[src/rtl/psvg_pkg.sv]
package psvg_pkg;

  localparam int unsigned DEF_MAX_VERTICES = 63;
  localparam int unsigned DEF_ANGLE_BITS   = 16;

  // Coordinate and vector formats
  localparam int unsigned CW           = 16;   // pixel coordinate
  localparam int unsigned SIDES_W      = 6;
  localparam int unsigned FRAC         = 12;   // fractional bits of relative vectors
  localparam int unsigned DW           = 34;   // CORDIC datapath width
  localparam int unsigned CORDIC_ITERS = 20;
  localparam int unsigned IT_W         = 5;

  // Gain removal and placement
  localparam int unsigned LO_W        = 17;    // low slice of a split operand
  localparam int unsigned OP_W        = 18;    // signed multiplier operand
  localparam int unsigned GAIN_W      = 30;
  localparam int unsigned PROD_W      = OP_W + GAIN_W;
  localparam int unsigned PLACE_SHIFT = FRAC + 30;
  localparam int unsigned ACC_W       = 66;
  localparam logic signed [GAIN_W-1:0] INV_GAIN2 = 30'sd395948877;

  typedef enum logic [2:0] {
    ST_IDLE,
    ST_VEC_OUT,
    ST_VEC_IN,
    ST_DIV,
    ST_ROT,
    ST_PLACE,
    ST_EMIT,
    ST_CLOSE
  } psvg_state_e;

  typedef struct packed {
    logic start;
    logic vec_mode;
  } cordic_cmd_t;

  // Arctangent of 2^-i in 2^32 units of a turn, rounded half up to ab bits
  function automatic logic [31:0] atan_step(input logic [IT_W-1:0] i, input int unsigned ab);
    logic [32:0] t;
    logic [32:0] s;
    case (i)
      5'd0:    t = 33'h020000000;
      5'd1:    t = 33'h012E4051E;
      5'd2:    t = 33'h009FB385B;
      5'd3:    t = 33'h0051111D4;
      5'd4:    t = 33'h0028B0D43;
      5'd5:    t = 33'h00145D7E1;
      5'd6:    t = 33'h000A2F61E;
      5'd7:    t = 33'h000517C55;
      5'd8:    t = 33'h00028BE53;
      5'd9:    t = 33'h000145F2F;
      5'd10:   t = 33'h0000A2F98;
      5'd11:   t = 33'h0000517CC;
      5'd12:   t = 33'h000028BE6;
      5'd13:   t = 33'h0000145F3;
      5'd14:   t = 33'h00000A2FA;
      5'd15:   t = 33'h00000517D;
      5'd16:   t = 33'h0000028BE;
      5'd17:   t = 33'h00000145F;
      5'd18:   t = 33'h000000A30;
      5'd19:   t = 33'h000000518;
      default: t = 33'h0;
    endcase
    s = t + (33'd1 << (31 - ab));
    return 32'(s >> (32 - ab));
  endfunction

endpackage

[src/rtl/psvg_cordic.sv]
module psvg_cordic import psvg_pkg::*; #(
  parameter int unsigned ANGLE_BITS = DEF_ANGLE_BITS
) (
  input  logic                         clk_i,
  input  logic                         rst_ni,
  input  cordic_cmd_t                  cmd_i,
  input  logic signed [DW-1:0]         x_i,
  input  logic signed [DW-1:0]         y_i,
  input  logic signed [ANGLE_BITS+1:0] z_i,
  output logic                         done_o,
  output logic signed [DW-1:0]         x_o,
  output logic signed [DW-1:0]         y_o,
  output logic signed [ANGLE_BITS+1:0] z_o
);

  localparam int unsigned ZW = ANGLE_BITS + 2;

  logic signed [DW-1:0] x_q, y_q, x_d, y_d, ax, ay;
  logic signed [ZW-1:0] z_q, z_d, t;
  logic [IT_W-1:0]      iter_q;
  logic                 busy_q, done_q, mode_q, up;

  // One micro-rotation per cycle; floor shifts on both axes
  always_comb begin
    ax = y_q >>> iter_q;
    ay = x_q >>> iter_q;
    t  = signed'(ZW'(atan_step(iter_q, ANGLE_BITS)));
    // vectoring drives y to zero, rotation drives the residual angle to zero
    up = mode_q ? !y_q[DW-1] : z_q[ZW-1];
    if (up) begin
      x_d = x_q + ax;
      y_d = y_q - ay;
      z_d = z_q + t;
    end else begin
      x_d = x_q - ax;
      y_d = y_q + ay;
      z_d = z_q - t;
    end
  end

  always_ff @(posedge clk_i or negedge rst_ni) begin
    if (!rst_ni) begin
      busy_q <= 1'b0;
      done_q <= 1'b0;
      iter_q <= '0;
    end else begin
      done_q <= busy_q && (iter_q == IT_W'(CORDIC_ITERS - 1));
      if (cmd_i.start) begin
        busy_q <= 1'b1;
        iter_q <= '0;
      end else if (busy_q) begin
        iter_q <= iter_q + 1'b1;
        if (iter_q == IT_W'(CORDIC_ITERS - 1)) busy_q <= 1'b0;
      end
    end
  end

  always_ff @(posedge clk_i) begin
    if (cmd_i.start) begin
      x_q    <= x_i;
      y_q    <= y_i;
      z_q    <= z_i;
      mode_q <= cmd_i.vec_mode;
    end else if (busy_q) begin
      x_q <= x_d;
      y_q <= y_d;
      z_q <= z_d;
    end
  end

  assign done_o = done_q;
  assign x_o    = x_q;
  assign y_o    = y_q;
  assign z_o    = z_q;

endmodule

[src/rtl/psvg_place.sv]
module psvg_place import psvg_pkg::*; (
  input  logic                 clk_i,
  input  logic                 rst_ni,
  input  logic                 start_i,
  input  logic signed [DW-1:0] rx_i,
  input  logic signed [DW-1:0] ry_i,
  input  logic signed [CW-1:0] cx_i,
  input  logic signed [CW-1:0] cy_i,
  output logic                 done_o,
  output logic signed [CW-1:0] vx_o,
  output logic signed [CW-1:0] vy_o
);

  localparam int unsigned SV_W = ACC_W - PLACE_SHIFT;

  logic signed [DW-1:0]     rx_q, ry_q, rel;
  logic signed [CW-1:0]     cx_q, cy_q, cen;
  logic signed [CW-1:0]     vx_q, vy_q, sat;
  logic signed [ACC_W-1:0]  acc_q, acc_d, base, prod_ext;
  logic signed [OP_W-1:0]   op;
  logic signed [PROD_W-1:0] prod;
  logic signed [SV_W-1:0]   sv;
  logic [2:0]               step_q;
  logic                     busy_q, done_q;

  // Steps: 0 low x, 1 high x, 2 low y, 3 high y, 4 finish
  always_comb begin
    rel  = step_q[1] ? ry_q : rx_q;
    cen  = step_q[1] ? cy_q : cx_q;
    if (step_q[0]) op = OP_W'(signed'(rel[DW-1:LO_W]));
    else           op = signed'({1'b0, rel[LO_W-1:0]});
    prod     = op * INV_GAIN2;
    prod_ext = ACC_W'(prod);
    base     = (ACC_W'(cen) <<< PLACE_SHIFT) + (ACC_W'(1) <<< (PLACE_SHIFT - 1));
    if (step_q[0]) acc_d = acc_q + (prod_ext <<< LO_W);
    else           acc_d = base + prod_ext;
    // floor shift then clamp to the pixel range
    sv = acc_q[ACC_W-1:PLACE_SHIFT];
    if (sv > SV_W'(32767))       sat = 16'sh7FFF;
    else if (sv < -SV_W'(32768)) sat = -16'sh8000;
    else                         sat = sv[CW-1:0];
  end

  always_ff @(posedge clk_i or negedge rst_ni) begin
    if (!rst_ni) begin
      busy_q <= 1'b0;
      done_q <= 1'b0;
      step_q <= '0;
    end else begin
      done_q <= busy_q && (step_q == 3'd4);
      if (start_i) begin
        busy_q <= 1'b1;
        step_q <= '0;
      end else if (busy_q) begin
        step_q <= step_q + 1'b1;
        if (step_q == 3'd4) busy_q <= 1'b0;
      end
    end
  end

  always_ff @(posedge clk_i) begin
    if (start_i) begin
      rx_q <= rx_i;
      ry_q <= ry_i;
      cx_q <= cx_i;
      cy_q <= cy_i;
    end else if (busy_q) begin
      if (step_q != 3'd4) acc_q <= acc_d;
      if (step_q == 3'd2) vx_q <= sat;
      if (step_q == 3'd4) vy_q <= sat;
    end
  end

  assign done_o = done_q;
  assign vx_o   = vx_q;
  assign vy_o   = vy_q;

endmodule

[src/rtl/polygon_star_vertex_generator_top.sv]
// Channel  | Dir | Word contents (lowest bit first)                         | Last / user
// ---------+-----+----------------------------------------------------------+----------------
// s_axis   | in  | center_x, center_y, outer_x, outer_y, inner_x, inner_y,  | tuser: star_mode
//          |     | sides (6b), zero pad to 104 bits                          |
// m_axis   | out | vertex_x, vertex_y                                       | tuser: is_closing
//          |     |                                                          | tlast: last
//
// For each accepted word, m being the vertex count (n, or 2n for a star), one shared
// 20-step CORDIC unit does the vectoring pass (a second one for a star's inner point)
// and one rotation per vertex, a split multiplier removes the double gain in four steps
// and the vertex is then emitted. Output stalls hold the sequencer in its emit and close
// states. Reset clears the sequencer and the output valid.
// s_axis_tready is high only in idle; the output register holds the closing word meanwhile.
module polygon_star_vertex_generator_top import psvg_pkg::*; #(
  parameter int unsigned MAX_VERTICES = DEF_MAX_VERTICES,
  parameter int unsigned ANGLE_BITS   = DEF_ANGLE_BITS
) (
  input  logic         clk_i,
  input  logic         rst_ni,
  input  logic         s_axis_tvalid,
  output logic         s_axis_tready,
  input  logic [103:0] s_axis_tdata,   // center_x, center_y, outer_x, outer_y, inner_x,
                                       // inner_y, sides, pad
  input  logic         s_axis_tuser,   // star_mode
  output logic         m_axis_tvalid,
  input  logic         m_axis_tready,
  output logic [31:0]  m_axis_tdata,   // vertex_x, vertex_y
  output logic         m_axis_tuser,   // is_closing
  output logic         m_axis_tlast    // last
);

  localparam int unsigned ZW    = ANGLE_BITS + 2;
  localparam int unsigned DC_W  = $clog2(ANGLE_BITS + 1);
  localparam logic [SIDES_W-1:0] CAP_POLY = SIDES_W'(MAX_VERTICES);
  localparam logic [SIDES_W-1:0] CAP_STAR = SIDES_W'(MAX_VERTICES / 2);
  localparam logic signed [ZW-1:0] HALF    = ZW'(1) <<< (ANGLE_BITS - 1);
  localparam logic signed [ZW-1:0] QUARTER = ZW'(1) <<< (ANGLE_BITS - 2);

  psvg_state_e state_q, state_d;
  logic        kick_q;

  // Shape registers
  logic signed [CW-1:0]  cx_q, cy_q, ox_q, oy_q, ix_q, iy_q;
  logic                  star_q;
  logic [SIDES_W-1:0]    m_q, n_sat, n_lo, m_new;
  logic signed [DW-1:0]  r_out_q, r_in_q;
  logic [ANGLE_BITS-1:0] theta0_q;

  // Step-angle divider and accumulator
  logic [SIDES_W-1:0]    drem_q, drem_d;
  logic [DC_W-1:0]       dcnt_q;
  logic [ANGLE_BITS-1:0] quo_q, q_step_q, ak_q, ak_d;
  logic [SIDES_W:0]      remsh, r_step_q;
  logic [SIDES_W+1:0]    arem_q, arem_sum, two_m;
  logic                  dge, div_last, acarry;

  // Vertex loop
  logic [SIDES_W-1:0]    k_q;
  logic                  first_q, last_vertex, dup, out_free, emit_now;
  logic signed [CW-1:0]  fx_q, fy_q, lx_q, ly_q;

  // Output register
  logic                  m_valid_q, m_close_q;
  logic signed [CW-1:0]  m_x_q, m_y_q;

  // Shared units
  cordic_cmd_t           ccmd;
  logic signed [DW-1:0]  cx0, cy0, c_xo, c_yo, vsx, vsy, r_sel;
  logic signed [ZW-1:0]  cz0, c_zo, sa;
  logic [ANGLE_BITS-1:0] th;
  logic signed [16:0]    dvx, dvy;
  logic                  c_done, p_done, accept;
  logic signed [CW-1:0]  p_vx, p_vy;

  assign accept        = s_axis_tvalid && s_axis_tready;
  assign s_axis_tready = (state_q == ST_IDLE);

  // Saturate the side count for the mode, then double it for stars
  always_comb begin
    n_lo  = (s_axis_tdata[101:96] < SIDES_W'(3)) ? SIDES_W'(3) : s_axis_tdata[101:96];
    n_sat = n_lo;
    if (s_axis_tuser && n_lo > CAP_STAR)  n_sat = CAP_STAR;
    if (!s_axis_tuser && n_lo > CAP_POLY) n_sat = CAP_POLY;
    m_new = s_axis_tuser ? {n_sat[SIDES_W-2:0], 1'b0} : n_sat;
  end

  // CORDIC operand preparation: fold into the right half-plane or quarter turn
  always_comb begin
    if (state_q == ST_VEC_IN) begin
      dvx = {ix_q[CW-1], ix_q} - {cx_q[CW-1], cx_q};
      dvy = {iy_q[CW-1], iy_q} - {cy_q[CW-1], cy_q};
    end else begin
      dvx = {ox_q[CW-1], ox_q} - {cx_q[CW-1], cx_q};
      dvy = {oy_q[CW-1], oy_q} - {cy_q[CW-1], cy_q};
    end
    vsx = DW'(dvx) <<< FRAC;
    vsy = DW'(dvy) <<< FRAC;

    th    = theta0_q + ak_q;
    sa    = ZW'(signed'(th));
    r_sel = (star_q && k_q[0]) ? r_in_q : r_out_q;

    ccmd.start    = kick_q && (state_q == ST_VEC_OUT || state_q == ST_VEC_IN ||
                               state_q == ST_ROT);
    ccmd.vec_mode = (state_q != ST_ROT);

    if (state_q == ST_ROT) begin
      cy0 = '0;
      if (sa > QUARTER) begin
        cx0 = -r_sel;
        cz0 = sa - HALF;
      end else if (sa < -QUARTER) begin
        cx0 = -r_sel;
        cz0 = sa + HALF;
      end else begin
        cx0 = r_sel;
        cz0 = sa;
      end
    end else if (vsx[DW-1]) begin
      cx0 = -vsx;
      cy0 = -vsy;
      cz0 = HALF;
    end else begin
      cx0 = vsx;
      cy0 = vsy;
      cz0 = '0;
    end
  end

  psvg_cordic #(
    .ANGLE_BITS (ANGLE_BITS)
  ) u_cordic (
    .clk_i  (clk_i),
    .rst_ni (rst_ni),
    .cmd_i  (ccmd),
    .x_i    (cx0),
    .y_i    (cy0),
    .z_i    (cz0),
    .done_o (c_done),
    .x_o    (c_xo),
    .y_o    (c_yo),
    .z_o    (c_zo)
  );

  psvg_place u_place (
    .clk_i   (clk_i),
    .rst_ni  (rst_ni),
    .start_i (kick_q && state_q == ST_PLACE),
    .rx_i    (c_xo),
    .ry_i    (c_yo),
    .cx_i    (cx_q),
    .cy_i    (cy_q),
    .done_o  (p_done),
    .vx_o    (p_vx),
    .vy_o    (p_vy)
  );

  // Restoring division of one turn by m, one quotient bit a cycle
  always_comb begin
    remsh    = {drem_q, (dcnt_q == '0)};
    dge      = remsh >= {1'b0, m_q};
    drem_d   = dge ? SIDES_W'(remsh - {1'b0, m_q}) : remsh[SIDES_W-1:0];
    div_last = !kick_q && (dcnt_q == DC_W'(ANGLE_BITS));

    // Step angle a_k = round(k * turn / m): add quotient, carry the remainder
    two_m    = {1'b0, m_q, 1'b0};
    arem_sum = arem_q + {1'b0, r_step_q};
    acarry   = arem_sum >= two_m;
    ak_d     = ak_q + q_step_q + ANGLE_BITS'(acarry);
  end

  // Sequencer
  always_comb begin
    out_free    = !m_valid_q || m_axis_tready;
    dup         = !first_q && (p_vx == lx_q) && (p_vy == ly_q);
    emit_now    = (state_q == ST_EMIT) && (dup || out_free);
    last_vertex = (k_q == m_q - 1'b1);
    state_d     = state_q;
    unique case (state_q)
      ST_IDLE:    if (accept) state_d = ST_VEC_OUT;
      ST_VEC_OUT: if (c_done) state_d = star_q ? ST_VEC_IN : ST_DIV;
      ST_VEC_IN:  if (c_done) state_d = ST_DIV;
      ST_DIV:     if (div_last) state_d = ST_ROT;
      ST_ROT:     if (c_done) state_d = ST_PLACE;
      ST_PLACE:   if (p_done) state_d = ST_EMIT;
      ST_EMIT:    if (emit_now) state_d = last_vertex ? ST_CLOSE : ST_ROT;
      ST_CLOSE:   if (out_free) state_d = ST_IDLE;
      default:    state_d = ST_IDLE;
    endcase
  end

  always_ff @(posedge clk_i or negedge rst_ni) begin
    if (!rst_ni) begin
      state_q   <= ST_IDLE;
      kick_q    <= 1'b0;
      m_valid_q <= 1'b0;
    end else begin
      state_q <= state_d;
      // launch the unit of a state on its first cycle
      kick_q  <= (state_d != state_q);
      if ((emit_now && !dup) || (state_q == ST_CLOSE && out_free)) begin
        m_valid_q <= 1'b1;
      end else if (m_axis_tready) begin
        m_valid_q <= 1'b0;
      end
    end
  end

  // Datapath registers
  always_ff @(posedge clk_i) begin
    if (accept) begin
      cx_q   <= s_axis_tdata[15:0];
      cy_q   <= s_axis_tdata[31:16];
      ox_q   <= s_axis_tdata[47:32];
      oy_q   <= s_axis_tdata[63:48];
      ix_q   <= s_axis_tdata[79:64];
      iy_q   <= s_axis_tdata[95:80];
      star_q <= s_axis_tuser;
      m_q    <= m_new;
    end
    if (state_q == ST_VEC_OUT && c_done) begin
      r_out_q  <= c_xo;
      theta0_q <= c_zo[ANGLE_BITS-1:0];
    end
    if (state_q == ST_VEC_IN && c_done) r_in_q <= c_xo;

    if (state_q == ST_DIV) begin
      if (kick_q) begin
        drem_q <= '0;
        dcnt_q <= '0;
        quo_q  <= '0;
      end else begin
        drem_q <= drem_d;
        dcnt_q <= dcnt_q + 1'b1;
        quo_q  <= {quo_q[ANGLE_BITS-2:0], dge};
      end
      if (div_last) begin
        q_step_q <= {quo_q[ANGLE_BITS-2:0], dge};
        r_step_q <= {drem_d, 1'b0};
        ak_q     <= '0;
        arem_q   <= {2'b00, m_q};
        k_q      <= '0;
        first_q  <= 1'b1;
      end
    end

    if (emit_now) begin
      if (!dup) begin
        lx_q    <= p_vx;
        ly_q    <= p_vy;
        first_q <= 1'b0;
        if (first_q) begin
          fx_q <= p_vx;
          fy_q <= p_vy;
        end
      end
      k_q    <= k_q + 1'b1;
      ak_q   <= ak_d;
      arem_q <= acarry ? arem_sum - two_m : arem_sum;
    end

    // Load the output word
    if (emit_now && !dup) begin
      m_x_q     <= p_vx;
      m_y_q     <= p_vy;
      m_close_q <= 1'b0;
    end else if (state_q == ST_CLOSE && out_free) begin
      m_x_q     <= fx_q;
      m_y_q     <= fy_q;
      m_close_q <= 1'b1;
    end
  end

  assign m_axis_tvalid = m_valid_q;
  assign m_axis_tdata  = {m_y_q, m_x_q};
  assign m_axis_tuser  = m_close_q;
  assign m_axis_tlast  = m_close_q;

  // Checks
  a_close_is_last: assert property (@(posedge clk_i) disable iff (!rst_ni)
    m_axis_tvalid |-> (m_axis_tuser == m_axis_tlast))
    else $error("closing word without last");

  a_k_in_range: assert property (@(posedge clk_i) disable iff (!rst_ni)
    (state_q == ST_ROT) |-> (k_q < m_q))
    else $error("vertex index beyond count");

  a_m_in_range: assert property (@(posedge clk_i) disable iff (!rst_ni)
    (state_q != ST_IDLE) |-> (m_q >= SIDES_W'(3) && m_q <= CAP_POLY))
    else $error("vertex count out of range");

  a_cordic_owner: assert property (@(posedge clk_i) disable iff (!rst_ni)
    c_done |-> (state_q == ST_VEC_OUT || state_q == ST_VEC_IN || state_q == ST_ROT))
    else $error("CORDIC finished outside a CORDIC state");

endmodule

[config.mk]
export PLATFORM = sky130hd
export DESIGN_NAME = polygon_star_vertex_generator_top
export DESIGN_NICKNAME = d
export VERILOG_FILES = /design/src/rtl/psvg_pkg.sv /design/src/rtl/psvg_cordic.sv /design/src/rtl/psvg_place.sv /design/src/rtl/polygon_star_vertex_generator_top.sv
export SDC_FILE = /design/constraint.sdc
export NUM_CORES = 2
export LEC_CHECK = 0
export BUFFER_PORTS_ARGS = -buffer_cell sky130_fd_sc_hd__buf_2
export CORE_UTILIZATION = 45
export DETAILED_ROUTE_END_ITERATION = 10
export PLACE_DENSITY = 0.69
export SETUP_SLACK_MARGIN = 0.05
export SLEW_MARGIN = 10
export SYNTH_ARGS = -nofsm -noshare
export SYNTH_HDL_FRONTEND = slang
export SYNTH_SLANG_ARGS = --single-unit
[constraint.sdc]
create_clock -name clk_i -period 12.35 [get_ports clk_i]
set_clock_uncertainty 0.15 [all_clocks]
set_input_delay 0 -clock clk_i [delete_from_list [all_inputs] [get_ports clk_i]]
set_output_delay 0 -clock clk_i [all_outputs]
set_load 0.005 [all_outputs]
==> results.sh <==
export IMPL_synthAdderAreaFrac=0.184
export IMPL_synth_seq_cells=648
export IMPL_cts_repair_resized=0
export IMPL_die_w_um=341
export IMPL_synth_edf_count=629
export IMPL_post_route_min_period_ps=11400
export IMPL_final_cell_area_sq_um=58700
export IMPL_clock_latency_ps=670
export IMPL_cts_tree="built"
export IMPL_yosys_area_share_simple=0.104
export IMPL_yosysSeqAreaShare=0.374
export IMPL_wl_per_cell_um=21.9
export IMPL_fin_cells=6799
export IMPL_vias=39500
export IMPL_path_delay_family="compound AO/OA/AOI/OAI gates"
export IMPL_async_flop_share=0.0262
export IMPL_core_area_sq_um=114000
export IMPL_syn_area_sq_um=51800
export IMPL_pin_count=145
export IMPL_dr_first_iter_drc_count=3917
export IMPL_ctsHtreeMaxLevel=3
export IMPL_antenna_found_initial=9
export IMPL_path_buf_inv=5
export IMPL_yosys_warnings=0
export IMPL_syn_nets=5659
export IMPL_cts_buffer_depth=3
export IMPL_syn2layout_area_growth_pct=13.4
export IMPL_grt_pass1_wl_mm=226
export IMPL_post_route_period_util=0.923
export IMPL_rows=124
export IMPL_cts_root_buf="clkbuf_16"
export IMPL_setup_ws_ps=951
export IMPL_slew_violations=0
export IMPL_viasPerCell=5.80
export IMPL_rsz0062_at_grt="false"
export IMPL_holdCritPathClass="in2reg"
export IMPL_synthCells=4911
export IMPL_arrival_ps=11770
export IMPL_worst_ep_required_time_ps=12720
export IMPL_gp_congestion=0.976
export IMPL_placed_cell_area_sq_um=54100
export IMPL_grt_usage=0.251
export IMPL_setup_viol=0
export IMPL_clk_pin_slew_worst_paths_ps=60
export IMPL_grt_pass1_vias=38700
export IMPL_status="complete, no violations"
export IMPL_drt_antenna_violating_nets=0
export IMPL_clock_sinks=648
export IMPL_io_buffers=142
export IMPL_worst_slew_pin_transition_ps=1290
export IMPL_synth_flop_cell="edfxtp_1"
export IMPL_post_place_ws_ps=1010
export IMPL_synth_compound_area_frac=0.135
export IMPL_muxShareOfSynthArea=0.0819
export IMPL_drt_total_wl_mm=149
export IMPL_maxCapViolCount=0
export IMPL_cp_slowest_cell="a221oi_1"
export IMPL_critPathMaxStageDelay_ps=790
export IMPL_drtPass1Iterations=6
export IMPL_die_h_um=341
export IMPL_syn_area_per_cell_sq_um=10.5
export IMPL_final_nets=5967
export IMPL_end_kind="flip-flop"
export IMPL_critPathKind="reg2reg"
export IMPL_worstSetupStartpointType="flip-flop"
export IMPL_cts_buffers=74
export IMPL_synth_xor_area_frac=0.0696
export IMPL_relSlewSlack=0.141
export IMPL_hold_viol=0
export IMPL_dp_hpwl_mm=108
export IMPL_synth_top_family_by_area="adder cells"
export IMPL_dp_cells=6453
export IMPL_gr_total_overflow=0
export IMPL_dieArea_sq_um=116000
export IMPL_cts_setup_buffers=0
export IMPL_yosysUniqueCellTypes=101
export IMPL_fin_setup_tns_ps=0
export IMPL_final_layout_size_suffix_gt1_frac=0.103
export IMPL_postCtsHoldBufs=202
export IMPL_start_util=0.453
export IMPL_grt_max_degree=88
export IMPL_crit_fanout=23
export IMPL_fmax_mhz=87.7
export IMPL_drc=0
export IMPL_cpMostUsedCell="a21oi_1"
==> final timing paths <==
path | depth (start not counted) | endpoint | startpoint | slack [ps]
setup reg to reg | 39 | u_place.acc_q[63] | u_place.step_q[0] | 950
setup / recovery | 39 | u_place.acc_q[63] | u_place.step_q[0] | 950
min in group asynchronous | 4 | u_place.step_q[2] | rst_ni | 340
max in group asynchronous | 4 | u_cordic.iter_q[0] | rst_ni | 11510
hold / removal | 2 | cx_q[1] | s_axis_tdata[1] | 50
hold reg to reg | 0 | q_step_q[15] | quo_q[14] | 290
==> final cells by class <==
type	count	area (sq um)
inverter	520	1950
timing repair buffer	391	3100
antenna	9	22.5
fill	9994	55500
sequential	648	19400
clock inverter	51	623
multi-input combinational	3584	29800
clock buffer	84	1890
tap	1512	1890
==> per-stage QoR <==
stage          utilization  hold slack [ps]
3_3_place_gp         0.474             -129
4_1_cts              0.514             14.7
2_1_floorplan            -             -446
6_report             0.514             47.2
5_1_grt              0.514             48.5
3_5_place_dp         0.474             -127
==> Yosys cell counts (12+ instances only) <==
library cell / count / area, sq um
edfxtp_1: 629 / 18900
inv_1: 512 / 1920
ha_1: 433 / 5420
nand2_1: 398 / 1490
nor2_1: 312 / 1170
a21oi_1: 308 / 1540
xnor2_1: 244 / 2140
o21ai_0: 230 / 1150
fa_1: 206 / 4120
xor2_1: 163 / 1430
a21o_1: 122 / 916
mux2i_1: 109 / 1090
clkbuf_1: 104 / 390
mux4_2: 97 / 2180
nand3_1: 77 / 385
mux2_2: 73 / 822
nor2b_1: 64 / 400
nor3_1: 62 / 310
o21a_1: 54 / 405
a31oi_1: 48 / 300
o21bai_1: 48 / 360
o22ai_1: 48 / 300
nand2b_1: 43 / 269
nand4_1: 37 / 231
a211oi_1: 29 / 218
and2_1: 29 / 181
o211ai_1: 27 / 203
and3_1: 26 / 163
or3_1: 25 / 156
nor4_1: 23 / 144
o31ai_1: 22 / 165
buf_1: 18 / 67.6
a22oi_1: 17 / 128
buf_2: 17 / 85.1
dfrtp_1: 17 / 425
a21boi_0: 13 / 97.6
a2111oi_0: 12 / 105
buf_6: 12 / 135
or2_2: 12 / 75.1
==> placed cells by master, fill, tap and decap left out, types with 17 or more instances in the layout <==
master | Yosys | routed
a31oi_1 | 48 | 47
nor2b_1 | 64 | 64
a21o_1 | 122 | 122
mux4_2 | 97 | 97
nand2b_1 | 43 | 43
and3_1 | 26 | 26
a211oi_1 | 29 | 29
nand3_1 | 77 | 77
mux2i_1 | 109 | 107
o21ai_0 | 230 | 230
and2_1 | 29 | 28
o21a_1 | 54 | 54
edfxtp_1 | 629 | 629
inv_1 | 512 | 512
buf_4 | 8 | 47
nor3_1 | 62 | 60
ha_1 | 433 | 433
nor2_1 | 312 | 306
dlygate4sd3_1 | 0 | 201
o211ai_1 | 27 | 27
nand4_1 | 37 | 37
a21oi_1 | 308 | 306
xnor2_1 | 244 | 244
mux2_2 | 73 | 73
fa_1 | 206 | 206
nor4_1 | 23 | 22
o31ai_1 | 22 | 22
buf_2 | 17 | 142
clkbuf_16 | 0 | 74
a22oi_1 | 17 | 17
o22ai_1 | 48 | 48
o21bai_1 | 48 | 48
nand2_1 | 398 | 396
or3_1 | 25 | 25
xor2_1 | 163 | 163
==> sequential cells by signal, indices dropped and copies added (netlist names), 18 cells and up <==
name           flops
r_in_q            34
u_place.acc_q     49
r_out_q           34
u_place.ry_q      34
u_place.rx_q      34
u_cordic.x_o      34
u_cordic.z_o      18
u_cordic.y_o      34
==> cell families (layout without fill, tap and decap cells) <==
group | after synthesis | in the layout
muxes | 287 | 287
AOI/OAI and AO/OA | 1099 | 1099
adders and majority gates | 639 | 639
buffers and inverters | 679 | 1046
DFF | 648 | 648
and+or+nand+nor | 1150 | 1150
other | 0 | 9
xor gates and xnor gates | 409 | 409
==> metal layers <==
layer,part of all wire,up-vias,GRT usage
met4,0.050,0,0.116
met5,0,-,0
met3,0.071,360,0.0372
met2,0.46,1601,0.402
li1,-,18300,-
met1,0.42,19200,0.335
Power is left out: the tool's default activity adds up to more than one toggle a clock period on the data nets, which glitch-free logic cannot reach.
